**src/hdl/sass_pkg.sv**
```systemverilog
// ----------------------------------------------------------------------------
// Switch-avoiding sum sampler package
// Shared widths, reset values and the accumulator status type.
// ----------------------------------------------------------------------------
package sass_pkg;

  localparam int SAMPLE_W        = 12;               // sample port width
  localparam int BLEN_W          = 16;               // burst length / counts
  localparam int SUM_W           = 29;               // sum accumulators
  localparam int PROD_W          = SUM_W + BLEN_W;   // clean sum times length
  localparam int VAL_W           = 28;               // burst value result
  localparam int SAMPLE_BITS_DEF = 12;               // default sample resolution

  localparam logic [BLEN_W-1:0] BLEN_RST = BLEN_W'(16);

  // Accumulator status seen by the sequencer
  typedef struct packed {
    logic              last;       // next sample closes the running burst
    logic [BLEN_W-1:0] clean_cnt;  // clean samples so far
    logic [SUM_W-1:0]  clean_sum;  // sum of clean samples
    logic [SUM_W-1:0]  total_sum;  // sum of all samples
  } acc_t;

endpackage

```
**src/hdl/sass_accum.sv**
```systemverilog
// ----------------------------------------------------------------------------
// Burst accumulator
// Holds the total and clean sums, the clean count and the sample countdown.
// ----------------------------------------------------------------------------
module sass_accum
  import sass_pkg::*;
#(
  parameter int SAMPLE_BITS = SAMPLE_BITS_DEF
) (
  input  logic                clk_i,
  input  logic                rst_ni,
  input  logic                take_i,
  input  logic                action_i,
  input  logic [SAMPLE_W-1:0] sample_i,
  input  logic                switch_near_i,
  input  logic [BLEN_W-1:0]   blen_i,
  output acc_t                stat_o
);

  localparam int SmpKeep = (SAMPLE_BITS < SAMPLE_W) ? SAMPLE_BITS : SAMPLE_W;
  localparam logic [SAMPLE_W-1:0] SmpMask = SAMPLE_W'((64'd1 << SmpKeep) - 64'd1);

  logic [SUM_W-1:0]  total_q, total_d;
  logic [SUM_W-1:0]  clean_q, clean_d;
  logic [BLEN_W-1:0] remain_q, remain_d;
  logic [BLEN_W-1:0] ccnt_q, ccnt_d;
  logic [SUM_W-1:0]  smp_ext;

  assign smp_ext = {{(SUM_W - SAMPLE_W){1'b0}}, sample_i & SmpMask};

  always_comb begin
    total_d  = total_q;
    clean_d  = clean_q;
    remain_d = remain_q;
    ccnt_d   = ccnt_q;
    if (take_i) begin
      if (!action_i) begin
        // restart: clear sums, load the countdown
        total_d  = '0;
        clean_d  = '0;
        ccnt_d   = '0;
        remain_d = blen_i;
      end else if (remain_q != '0) begin
        total_d  = total_q + smp_ext;
        remain_d = remain_q - BLEN_W'(1);
        if (!switch_near_i) begin
          clean_d = clean_q + smp_ext;
          ccnt_d  = ccnt_q + BLEN_W'(1);
        end
      end
    end
  end

  always_ff @(posedge clk_i or negedge rst_ni) begin
    if (!rst_ni) begin
      total_q  <= '0;
      clean_q  <= '0;
      remain_q <= '0;
      ccnt_q   <= '0;
    end else begin
      total_q  <= total_d;
      clean_q  <= clean_d;
      remain_q <= remain_d;
      ccnt_q   <= ccnt_d;
    end
  end

  assign stat_o.last      = (remain_q == BLEN_W'(1));
  assign stat_o.clean_cnt = ccnt_q;
  assign stat_o.clean_sum = clean_q;
  assign stat_o.total_sum = total_q;

endmodule

```
**src/hdl/sass_mul.sv**
```systemverilog
// ----------------------------------------------------------------------------
// Serial multiplier
// Shift-add, one multiplier bit per cycle, LSB first.
// ----------------------------------------------------------------------------
module sass_mul
  import sass_pkg::*;
(
  input  logic              clk_i,
  input  logic              rst_ni,
  input  logic              start_i,
  input  logic [SUM_W-1:0]  mcand_i,
  input  logic [BLEN_W-1:0] mplier_i,
  output logic              done_o,
  output logic [PROD_W-1:0] prod_o
);

  localparam int CntW = $clog2(BLEN_W);

  logic              busy_q;
  logic              done_q;
  logic [CntW-1:0]   cnt_q;
  logic [SUM_W-1:0]  mcand_q;
  logic [PROD_W-1:0] prod_q;
  logic [SUM_W:0]    psum;

  // add the multiplicand into the upper part when the current bit is set
  assign psum = {1'b0, prod_q[PROD_W-1:BLEN_W]} + (prod_q[0] ? {1'b0, mcand_q} : '0);

  always_ff @(posedge clk_i or negedge rst_ni) begin
    if (!rst_ni) begin
      busy_q <= 1'b0;
      done_q <= 1'b0;
      cnt_q  <= '0;
    end else begin
      done_q <= 1'b0;
      if (start_i) begin
        busy_q <= 1'b1;
        cnt_q  <= CntW'(BLEN_W - 1);
      end else if (busy_q) begin
        cnt_q <= cnt_q - CntW'(1);
        if (cnt_q == '0) begin
          busy_q <= 1'b0;
          done_q <= 1'b1;
        end
      end
    end
  end

  always_ff @(posedge clk_i) begin
    if (start_i) begin
      mcand_q <= mcand_i;
      prod_q  <= {{SUM_W{1'b0}}, mplier_i};
    end else if (busy_q) begin
      prod_q <= {psum, prod_q[BLEN_W-1:1]};
    end
  end

  assign done_o = done_q;
  assign prod_o = prod_q;

endmodule

```
**src/hdl/sass_div.sv**
```systemverilog
// ----------------------------------------------------------------------------
// Serial divider
// Restoring division, one quotient bit per cycle, MSB first.
// ----------------------------------------------------------------------------
module sass_div
  import sass_pkg::*;
(
  input  logic              clk_i,
  input  logic              rst_ni,
  input  logic              start_i,
  input  logic [PROD_W-1:0] dvd_i,
  input  logic [BLEN_W-1:0] dvs_i,
  output logic              done_o,
  output logic [VAL_W-1:0]  quo_o
);

  localparam int CntW = $clog2(PROD_W);

  logic              busy_q;
  logic              done_q;
  logic [CntW-1:0]   cnt_q;
  logic [PROD_W-1:0] dvd_q;
  logic [BLEN_W-1:0] dvs_q;
  logic [BLEN_W-1:0] rem_q;
  logic [VAL_W-1:0]  quo_q;
  logic [BLEN_W:0]   trial;
  logic [BLEN_W:0]   diff;
  logic              ge;

  assign trial = {rem_q, dvd_q[PROD_W-1]};
  assign diff  = trial - {1'b0, dvs_q};
  assign ge    = (trial >= {1'b0, dvs_q});

  always_ff @(posedge clk_i or negedge rst_ni) begin
    if (!rst_ni) begin
      busy_q <= 1'b0;
      done_q <= 1'b0;
      cnt_q  <= '0;
    end else begin
      done_q <= 1'b0;
      if (start_i) begin
        busy_q <= 1'b1;
        cnt_q  <= CntW'(PROD_W - 1);
      end else if (busy_q) begin
        cnt_q <= cnt_q - CntW'(1);
        if (cnt_q == '0) begin
          busy_q <= 1'b0;
          done_q <= 1'b1;
        end
      end
    end
  end

  // upper quotient bits only appear on wrapped sums and drop off the top
  always_ff @(posedge clk_i) begin
    if (start_i) begin
      dvd_q <= dvd_i;
      dvs_q <= dvs_i;
      rem_q <= '0;
      quo_q <= '0;
    end else if (busy_q) begin
      dvd_q <= {dvd_q[PROD_W-2:0], 1'b0};
      rem_q <= ge ? diff[BLEN_W-1:0] : trial[BLEN_W-1:0];
      quo_q <= {quo_q[VAL_W-2:0], ge};
    end
  end

  assign done_o = done_q;
  assign quo_o  = quo_q;

endmodule

```
**src/hdl/switch_avoiding_sum_sampler_core.sv**
```systemverilog
// ----------------------------------------------------------------------------
// Switch-avoiding sum sampler
// Sums a burst of ADC samples, keeping samples taken near a bridge switch
// out of the clean sum, and rescales the clean sum to the full burst.
//
//   channel  direction  handshake            payload
//   in       input      in_valid_i/in_stall_o  action_i, sample_i, switch_near_i
//   out      output     out_valid_o/out_stall_i burst_value_o, clean_count_o,
//                                                fallback_o
//   cfg      input      cfg_we_i             cfg_wdata_i (burst length)
//
// A start or a sample that does not close a burst is taken without a stall.
// The sample that closes a burst stalls the input through the setup state,
// the serial multiplier (16 shift-add steps and a done pulse), the serial
// divider (45 steps and a done pulse) and the load of the output register.
// A burst with no clean sample skips both units and stalls the input only
// through the setup and load states. A stalled output extends the load state.
// Reset clears all sums and leaves no burst active; burst length resets to 16.
// A stalled result sits in the output register while new items transfer;
// a second result waits in the sequencer until that register frees up.
// ----------------------------------------------------------------------------
module switch_avoiding_sum_sampler_core
  import sass_pkg::*;
#(
  parameter int SAMPLE_BITS = SAMPLE_BITS_DEF
) (
  input  logic                clk_i,
  input  logic                rst_ni,
  // configuration
  input  logic                cfg_we_i,
  input  logic [BLEN_W-1:0]   cfg_wdata_i,
  // input channel
  input  logic                in_valid_i,
  output logic                in_stall_o,
  input  logic                action_i,
  input  logic [SAMPLE_W-1:0] sample_i,
  input  logic                switch_near_i,
  // output channel
  output logic                out_valid_o,
  input  logic                out_stall_i,
  output logic [VAL_W-1:0]    burst_value_o,
  output logic [BLEN_W-1:0]   clean_count_o,
  output logic                fallback_o
);

  typedef enum logic [2:0] {
    ST_IDLE,
    ST_SETUP,
    ST_MUL,
    ST_DIV,
    ST_PUBLISH
  } state_e;

  state_e            state_q;
  logic [BLEN_W-1:0] blen_q;

  logic              take;
  acc_t              acc;

  logic              mul_start;
  logic              mul_done;
  logic [PROD_W-1:0] prod;
  logic              div_start;
  logic              div_done;
  logic [VAL_W-1:0]  quo;

  // pending result, held until the output register is free
  logic [VAL_W-1:0]  res_val_q;
  logic              res_fb_q;

  logic              out_valid_q;
  logic [VAL_W-1:0]  out_val_q;
  logic [BLEN_W-1:0] out_ccnt_q;
  logic              out_fb_q;

  // accept items only in the idle state, while no burst result is being computed or published
  assign in_stall_o = (state_q != ST_IDLE);
  assign take       = in_valid_i && !in_stall_o;

  // burst length register
  always_ff @(posedge clk_i or negedge rst_ni) begin
    if (!rst_ni) begin
      blen_q <= BLEN_RST;
    end else if (cfg_we_i) begin
      blen_q <= cfg_wdata_i;
    end
  end

  sass_accum #(
    .SAMPLE_BITS (SAMPLE_BITS)
  ) u_accum (
    .clk_i         (clk_i),
    .rst_ni        (rst_ni),
    .take_i        (take),
    .action_i      (action_i),
    .sample_i      (sample_i),
    .switch_near_i (switch_near_i),
    .blen_i        (blen_q),
    .stat_o        (acc)
  );

  // rescale only when at least one clean sample exists
  assign mul_start = (state_q == ST_SETUP) && (acc.clean_cnt != '0);
  assign div_start = (state_q == ST_MUL) && mul_done;

  sass_mul u_mul (
    .clk_i    (clk_i),
    .rst_ni   (rst_ni),
    .start_i  (mul_start),
    .mcand_i  (acc.clean_sum),
    .mplier_i (blen_q),
    .done_o   (mul_done),
    .prod_o   (prod)
  );

  sass_div u_div (
    .clk_i   (clk_i),
    .rst_ni  (rst_ni),
    .start_i (div_start),
    .dvd_i   (prod),
    .dvs_i   (acc.clean_cnt),
    .done_o  (div_done),
    .quo_o   (quo)
  );

  // sequencer and output register
  always_ff @(posedge clk_i or negedge rst_ni) begin
    if (!rst_ni) begin
      state_q     <= ST_IDLE;
      res_val_q   <= '0;
      res_fb_q    <= 1'b0;
      out_valid_q <= 1'b0;
      out_val_q   <= '0;
      out_ccnt_q  <= '0;
      out_fb_q    <= 1'b0;
    end else begin
      // drop the result once the consumer takes it, unless a new one loads
      if (out_valid_q && !out_stall_i && (state_q != ST_PUBLISH)) begin
        out_valid_q <= 1'b0;
      end
      case (state_q)
        ST_IDLE: begin
          // the closing sample updates the sums at this same edge
          if (take && action_i && acc.last) begin
            state_q <= ST_SETUP;
          end
        end
        ST_SETUP: begin
          if (acc.clean_cnt == '0) begin
            // no clean sample: hand out the total sum
            res_val_q <= acc.total_sum[VAL_W-1:0];
            res_fb_q  <= 1'b1;
            state_q   <= ST_PUBLISH;
          end else begin
            state_q <= ST_MUL;
          end
        end
        ST_MUL: begin
          if (mul_done) begin
            state_q <= ST_DIV;
          end
        end
        ST_DIV: begin
          if (div_done) begin
            res_val_q <= quo;
            res_fb_q  <= 1'b0;
            state_q   <= ST_PUBLISH;
          end
        end
        ST_PUBLISH: begin
          if (!out_valid_q || !out_stall_i) begin
            out_valid_q <= 1'b1;
            out_val_q   <= res_val_q;
            out_ccnt_q  <= acc.clean_cnt;
            out_fb_q    <= res_fb_q;
            state_q     <= ST_IDLE;
          end
        end
        default: begin
          state_q <= ST_IDLE;
        end
      endcase
    end
  end

  assign out_valid_o   = out_valid_q;
  assign burst_value_o = out_val_q;
  assign clean_count_o = out_ccnt_q;
  assign fallback_o    = out_fb_q;

endmodule
```
**config.mk**
```make
export PLATFORM = sky130hd
export DESIGN_NAME = switch_avoiding_sum_sampler_core
export DESIGN_NICKNAME = d
export VERILOG_FILES = /design/src/hdl/sass_pkg.sv /design/src/hdl/sass_accum.sv /design/src/hdl/sass_mul.sv /design/src/hdl/sass_div.sv /design/src/hdl/switch_avoiding_sum_sampler_core.sv
export SDC_FILE = /design/constraint.sdc
export NUM_CORES = 1
export LEC_CHECK = 0
export BUFFER_PORTS_ARGS = -buffer_cell sky130_fd_sc_hd__buf_2
export CAP_MARGIN = 20
export CORE_MARGIN = 3
export CORE_UTILIZATION = 65
export DETAILED_ROUTE_END_ITERATION = 12
export GPL_ROUTABILITY_DRIVEN = 0
export GPL_TIMING_DRIVEN = 0
export HOLD_SLACK_MARGIN = 0.08
export PLACE_DENSITY = 0.93
export SLEW_MARGIN = 20
export SYNTH_ARGS = -nofsm -noshare
export SYNTH_HDL_FRONTEND = slang
export SYNTH_SLANG_ARGS = --single-unit
```
**constraint.sdc**
```tcl
create_clock -name clk_i -period 7.08 [get_ports clk_i]
set_clock_uncertainty 0.1 [all_clocks]
set_input_delay 1.416 -clock clk_i [delete_from_list [all_inputs] [get_ports clk_i]]
set_output_delay 1.416 -clock clk_i [all_outputs]
set_load 0.03 [all_outputs]
```
==> results.md, run 1 <==
* Layout cells sized above 1 at 11.6%
* Status: complete, no violations
* Die height at 176 um
* RSZ-0062 raised after global routing: no
* Hold Buf Count CTS at 0
* Syn Nets at between 2k and 2.5k
* Storage cell area at 0.00958 mm2
* Largest net degree at the start of global routing at 70
* HP Start: u_accum.clean_q[17]
* Power density cells at 431 mW/mm2
* Drt first pass iters at 6
* Pre-CTS WS at 2.65 ns
* Mux cell area share after synthesis at under 10%
* Ports at 82
* Period utilization at 56.9%
* Synthesis Warnings at 0
* Starting density of the core at 67.0%
* Endpoints failing setup at 0
* Max-slew violations at 0
* Synth Area in Simple Gates at roughly 17%
* Max clock buf depth at 3
* Total grt overflow at 0
* Multi-input logic area at a little under 0.009 mm2
* First-pass GRT wire length at 80000 um
* Detailed Route WL at 49600 um
* Crit-path max FO at 10
* Worst setup path category: in2reg
* DR WL/cell at 20.5 um
* PortBufs at 80
* DPL Wire Length at around 33000 um
* Largest family of logic cells by synthesized area: simple AND/OR/NAND/NOR gates
* CTS sink cnt at around 380
* EDFF count, synth at 106
* Vias per std cell at 6.50
* Crit start category: input pin
* H-tree Lvls at 2
* Clock insertion delay at the later pin of the skew report at 0.54 ns
* Num CTS Buffers at 38
* CP Capture Type: flop
* GRT Util Overall at 31.6%
* Compound-Gate Fraction of Synth Area at 12.3%
* Post-layout minimum cycle time at 4.03 ns
* Via count at ~16k
* TNS Setup at 0 ns
* Root buffer cell: clkbuf_16
* Post-Syn Area at between 0.015 and 0.02 mm2
* Syn_area_per_cell at 9.98 um2
* Ys async rst share at 52.4%
* Leak at between 9 and 10 nW
* Filler instances at between 1.5k and 2k
* Starting DRT DRC Count at 1856
* Hold Crit Depth at 0
* Syn Inst Count at 1890
* R2r endpoint: u_mul.prod_o[43]
* Post_cts resized at 0
* Hold WC Path Type: reg2reg
* Final non-filler cell total at 2424
* Synth Area in XOR/XNOR at 3.76%
* Post-route setup slack at 3.05 ns
* Reg2reg start: u_mul.prod_o[0]
* Post-synthesis adder-cell area fraction at 5.53%
* Row cnt at between 60 and 70
* Max IR drop VDD at 0.000293 V
* Main flop type after synthesis: dfrtp_1
* Worst slew pin tran at 0.981 ns
* Worst R2R Path Depth at 12
* Core ar. at 0.0282 mm2
* Post-synthesis sequential element count at 376
* Hold Path End: u_mul.mcand_q[17]
* Die width at approximately 180 um
* DP Cell Count at around 2.4k
* Die area at 0.0311 mm2
* Drc violations at 0
* Layout net count at about 2.1k
* Slew HR at 34.4%
* Clock Pin Slew Worst Setup and Hold Paths at ~0.060 ns
* Register area share after synthesis at 50.8%
* Final hold violations at 0
* Max Cap Viol at 0
* Vias in the first global route at 15.8k
* Area Growth Syn to Fin at 12.2%
* Internal reg-to-reg setup slack at 3.49 ns
* Worst EP arrival at 4.37 ns
* Fmax at 248 MHz
* Antenna viol nets, final at 0
* Synth cell types at 76
* Crit path required time at between 7 and 8 ns
* Post-CTS setup buffer count at 0
* CTS tree: yes
* Initial antenna violation count at 2
## through the flow
stage	power [mW]	hold WS, ns	utilization [%]	instance area [um2]
floorplan	5.89	0.323	-	18900
global placement	6.58	0.335	70.1	19700
detailed placement	6.83	0.373	70.5	19800
CTS	9.00	0.392	75.1	21200
global route	9.59	0.404	75.1	21200
finish	9.12	0.389	75.1	21200
## area by class of cell
class | instances | share of cell area [%]
Multi-Input combinational cell | 1383 | 41.5
Antenna cell | 2 | 0.0237
Tap cell | 378 | 2.24
Inverter | 45 | 0.798
Clock inverter | 24 | 1.32
Buffer | 86 | 1.63
Sequential cell | 376 | 45.3
Clock buffer | 46 | 4.83
Timing Repair Buffer | 84 | 2.42
## registers in the layout, summed over array words and instances, names as in the netlist, 16 cells and up
| signal | count |
|---|---|
| u_accum.ccnt_q | 16 |
| u_div.dvd_q | 45 |
| u_div.rem_q | 16 |
| u_mul.prod_o | 45 |
| u_div.quo_o | 28 |
| burst_value_o | 28 |
| blen_q | 16 |
| u_accum.remain_q | 16 |
| u_div.dvs_q | 16 |
| u_accum.total_q | 28 |
| res_val_q | 28 |
| u_accum.clean_q | 29 |
| u_mul.mcand_q | 29 |
| clean_count_o | 16 |
## worst max-delay path: stages
cell	delay (ns)
buf_2	0.14
ha_1	0.21
inv_1	0.08
fa_1	0.41
nand2b_1	0.21
a21oi_1	0.27
o31ai_1	0.16
a21oi_1	0.26
a31o_2	0.19
clkbuf_1	0.39
nor4b_1	0.35
a21oi_1	0.08
o21ai_0	0.19
## power by group
| part | internal [mW] | switching, mW |
|---|---|---|
| Combinational | 1.43 | 2.26 |
| Clock | 1.22 | 0.874 |
| Sequential | 2.87 | 0.460 |
## placed cells by master, fill, tap and decap left out, types with 40 or more instances in the layout
cell,n
xnor2_1,44
mux2_2,59
dfxtp_1,73
edfxtp_1,106
nand2_1,300
buf_2,86
nor2_1,177
mux2i_1,83
ha_1,77
clkbuf_1,72
nand3_1,42
dfrtp_1,196
o21ai_0,104
a21oi_1,113
inv_1,40
## cells by family (layout without fill, tap and decap cells)
logic type,count (synthesis),after routing
other,0,2
flip-flops,376,376
XOR/XNOR,81,81
AO/OA/AOI/OAI,375,375
buffers and inverters,131,285
multiplexers,142,142
adder cells (fa/ha/maj),81,81
AND/OR/NAND/NOR,704,704
## synth_stat cells (4+ instances only)
master    number  share of area [%]
fa_1           4               0.42
a22o_1         8               0.37
and3_1        20               0.66
nand3_1       42                1.1
nor2b_1       14               0.46
a211oi_1      13               0.52
nand2_1      300                6.0
a31oi_1        8               0.27
mux2_2        59                3.5
o21bai_1       4               0.16
o22ai_1       21               0.70
nor2_1       177                3.5
a31o_2         4               0.19
o31ai_1        5               0.20
buf_2          6               0.16
o21ai_0      104                2.8
xor2_1        37                1.7
nand4_1       17               0.56
and2_1        34                1.1
edfxtp_1     106                 17
nand2b_1      26               0.86
o31a_1         4               0.19
o211ai_1      14               0.56
nor3b_1        6               0.24
o21a_1        11               0.44
buf_1          9               0.18
nor3_1        23               0.61
nor4_1        10               0.33
a21o_1        30                1.2
ha_1          77                5.1
clkbuf_1      69                1.4
or3_1         12               0.40
mux2i_1       83                4.4
inv_1         41               0.82
a21oi_1      113                3.0
dfrtp_1      196                 26
xnor2_1       44                2.0
dfxtp_1       73                7.7
## metal layers
| metal | part of all wire, % | vias to the layer above | track usage [%] |
|---|---|---|---|
| met5 | 0.026 | - | 0 |
| met4 | 5.7 | 2 | 16.1 |
| met3 | 9.9 | 268 | 6.26 |
| met2 | 47 | 1069 | 52.1 |
| met1 | 38 | 7495 | 40.1 |
| li1 | - | 6914 | - |
## worst max path at each step
stage	startpoint	end	depth (start not counted)
6_report	sample_i[0]	u_accum.total_q[20]	13
5_1_grt	sample_i[0]	u_accum.total_q[20]	13
4_1_cts	sample_i[0]	u_accum.total_q[20]	13
3_5_place_dp	sample_i[0]	u_accum.total_q[20]	13
3_3_place_gp	rst_ni	u_accum.ccnt_q[9]	1
2_1_floorplan	sample_i[0]	u_accum.total_q[20]	12
Power figures use the tool's default switching activity.
==> run 2, diff against run 1 <==
Settings changed: CORE_UTILIZATION 65 to 62, PLACE_DENSITY 0.93 to 0.9.
Clock period 7.08 ns to 3.8 ns, I/O delays scaled along.
==> run 2 against run 1 <==
Critical path depth shrank 2. Combinational power grew 82%. Sequential share of layout area fell by 0.072 points. Sequential power increased by 87%. Utilization down 4.0 points. Routed wire length fell by 3.8%. Worst hold slack worse by 0.029 ns. Setup slack got worse by 2.7 ns. Non-clock buffer count unchanged. Largest power group unchanged.
==> results.md, run 2 (synthesis gave the netlist of run 1 again) <==
* Commonest cells after routing, fill and taps aside: nand2_1 (300), dfrtp_1 (196), nor2_1 (177)
* Status: complete, no violations
* Max layer used: met5
* Routed wl met2 at 23300 um (+0.19%)
* DR WL/cell at 19.6 um (-4.3%)
* CP Capture Type: flop
* Fin area at 0.0212 mm2 (+0.16%)
* HP Start: cfg_wdata_i[4]
* Filler instances at 1966 (+22%)
* Root buffer cell: clkbuf_16
* Leak at 9.65 nW (+0.33%)
* Worst setup path category: reg2reg
* Storage cell area at 0.00958 mm2 (unchanged)
* Core ar. at 0.0298 mm2 (+5.8%)
* Crit path required time at 4.12 ns (-3.30 ns)
* Final hold violations at 0 (unchanged)
* Layout cells sized above 1 at 11.6% (about the same)
* Multi-input logic area at 0.00878 mm2 (about the same)
* Clock insertion delay at the later pin of the skew report at 0.55 ns (about the same)
* Die area at 0.0325 mm2 (+4.7%)
* RSZ-0062 raised after global routing: no
* Largest net degree at the start of global routing at 104 (+49%)
* Die width at 180 um (+2.3%)
* Drc violations at 0 (unchanged)
* Row cnt at 63 (+3.3%)
* Fmax at 292 MHz
* Hold WC Path Type: in2reg
* Routed met3 length at 3930 um (-20%)
* H-tree Lvls at 2 (unchanged)
* Endpoints failing setup at 0 (unchanged)
* Max IR drop VDD at 0.000666 V (+130%)
* Area post-placement at 0.0199 mm2 (about the same)
* Detailed Route WL at 47700 um (-3.8%)
* Initial antenna violation count at 1 (-1)
* Max Cap Viol at 0 (unchanged)
* Hold Crit Depth at 2 (+2)
* Antenna viol nets, final at 0 (unchanged)
* Worst slew pin tran at 0.877 ns (-0.104 ns)
* Ports at 82 (unchanged)
* Crit-path max FO at 12 (+2)
* Final non-filler cell total at 2436 (+0.50%)
* Internal reg-to-reg setup slack at 0.37 ns (-3.12 ns)
* CTS tree: yes
* Via count at 15.3k (-2.7%)
* Post-layout minimum cycle time at 3.43 ns
* Met1 WL at 18400 um (-1.3%)
* Period utilization at 90.2%
* Total grt overflow at 0 (unchanged)
* PortBufs at 80 (unchanged)
* Drt first pass iters at 6 (unchanged)
* Final hold slack at 0.360 ns (-0.0294 ns)
* Clock Pin Slew Worst Setup and Hold Paths at 0.07 ns (about the same)
* Die height at 180 um (+2.3%)
* Max clock buf depth at 3 (unchanged)
* Antenna fix cells at 0 (-2)
* First-pass GRT wire length at 77800 um (-2.8%)
* Worst R2R Path Depth at 11 (-1)
* CTS sink cnt at 376 (unchanged)
* Hold Path End: blen_q[4]
* DPL Wire Length at 32900 um (about the same)
* Vias in the first global route at 15.6k (-1.4%)
* Starting density of the core at 63.3% (-3.7 points)
* TNS Setup at 0 ns (unchanged)
* Starting DRT DRC Count at 1547 (-17%)
* Layout net count at 2131 (+0.047%)
* Power density cells at 796 mW/mm2 (+85%)
* Num CTS Buffers at 39 (+2.6%)
* R2r endpoint: u_mul.prod_o[43]
* DP Cell Count at 2364 (+0.51%)
* Worst EP arrival at 3.75 ns (-0.62 ns)
* Max-slew violations at 0 (unchanged)
* Reg2reg start: u_mul.prod_o[0]
* Most common cell after layout, fill and taps aside: nand2_1
* Post-route core utilization at 71.1% (-4.0 points)
* Slew HR at 41.5% (+7.2 points)
* Vias per std cell at 6.29 (-3.1%)
* Crit start category: flop
* GRT Util Overall at 28.8% (-2.9 points)
* Area Growth Syn to Fin at 12.3%
-- run 2: critical path, stage by stage, from the launching register on --
cell and delay [ns]:
edfxtp_1 0.56, and2_1 0.23, ha_1 0.22, fa_1 0.46
a211oi_1 0.34, o21ai_0 0.15, or3b_2 0.26, o21a_1 0.26
a21oi_2 0.15, a41oi_1 0.28, mux2i_1 0.21, o22ai_1 0.09
-- run 2: worst max path at each step --
stage / start / end / depth (start not counted)
final: u_mul.prod_o[0] / u_mul.prod_o[43] / 11
after CTS: u_mul.prod_o[0] / u_mul.prod_o[41] / 12
after floorplan: sample_i[0] / u_accum.total_q[20] / 12
after global placement: rst_ni / u_accum.total_q[21] / 1
after detailed placement: sample_i[0] / u_accum.total_q[20] / 13
after global routing: u_mul.prod_o[0] / u_mul.prod_o[43] / 11
-- run 2: routing by layer --
layer / track usage, % / up-vias
met2: 49.2 / 837
met4: 12.8 / 2
li1: - / 6920
met1: 36.5 / 7376
met5: 0 / -
met3: 4.46 / 193
-- run 2: timing repair --
item                       CTS  global route
gates resized for setup      0             1
hold buffers                 1             0
setup buffers                0             0
hold endpoints to repair    38             0
setup endpoints to repair    0             2
-- run 2: report_power, final --
part	internal (mW)	leakage, nW	total [mW]	switching, mW
combinational	2.64	4.92	6.72	4.07
clock	2.28	0.646	3.92	1.64
sequential	5.36	4.09	6.24	0.886
-- run 2: cell type report --
cell class                 count  area share, %
tap                          390           2.30
inverter                      45          0.797
multi-input combinational   1383           41.4
sequential                   376           45.2
clock buffer                  59           5.49
timing repair buffer          85           2.43
clock inverter                13          0.744
buffer                        85           1.61
-- run 2: stage by stage --
step | power, mW | setup WS (ns)
finish | 16.9 | 0.372
global route | 17.8 | 0.0800
CTS | 16.7 | 0.0982
detailed placement | 12.7 | 0.0534
global placement | 12.3 | -1.43
floorplan | 11.0 | 0.751
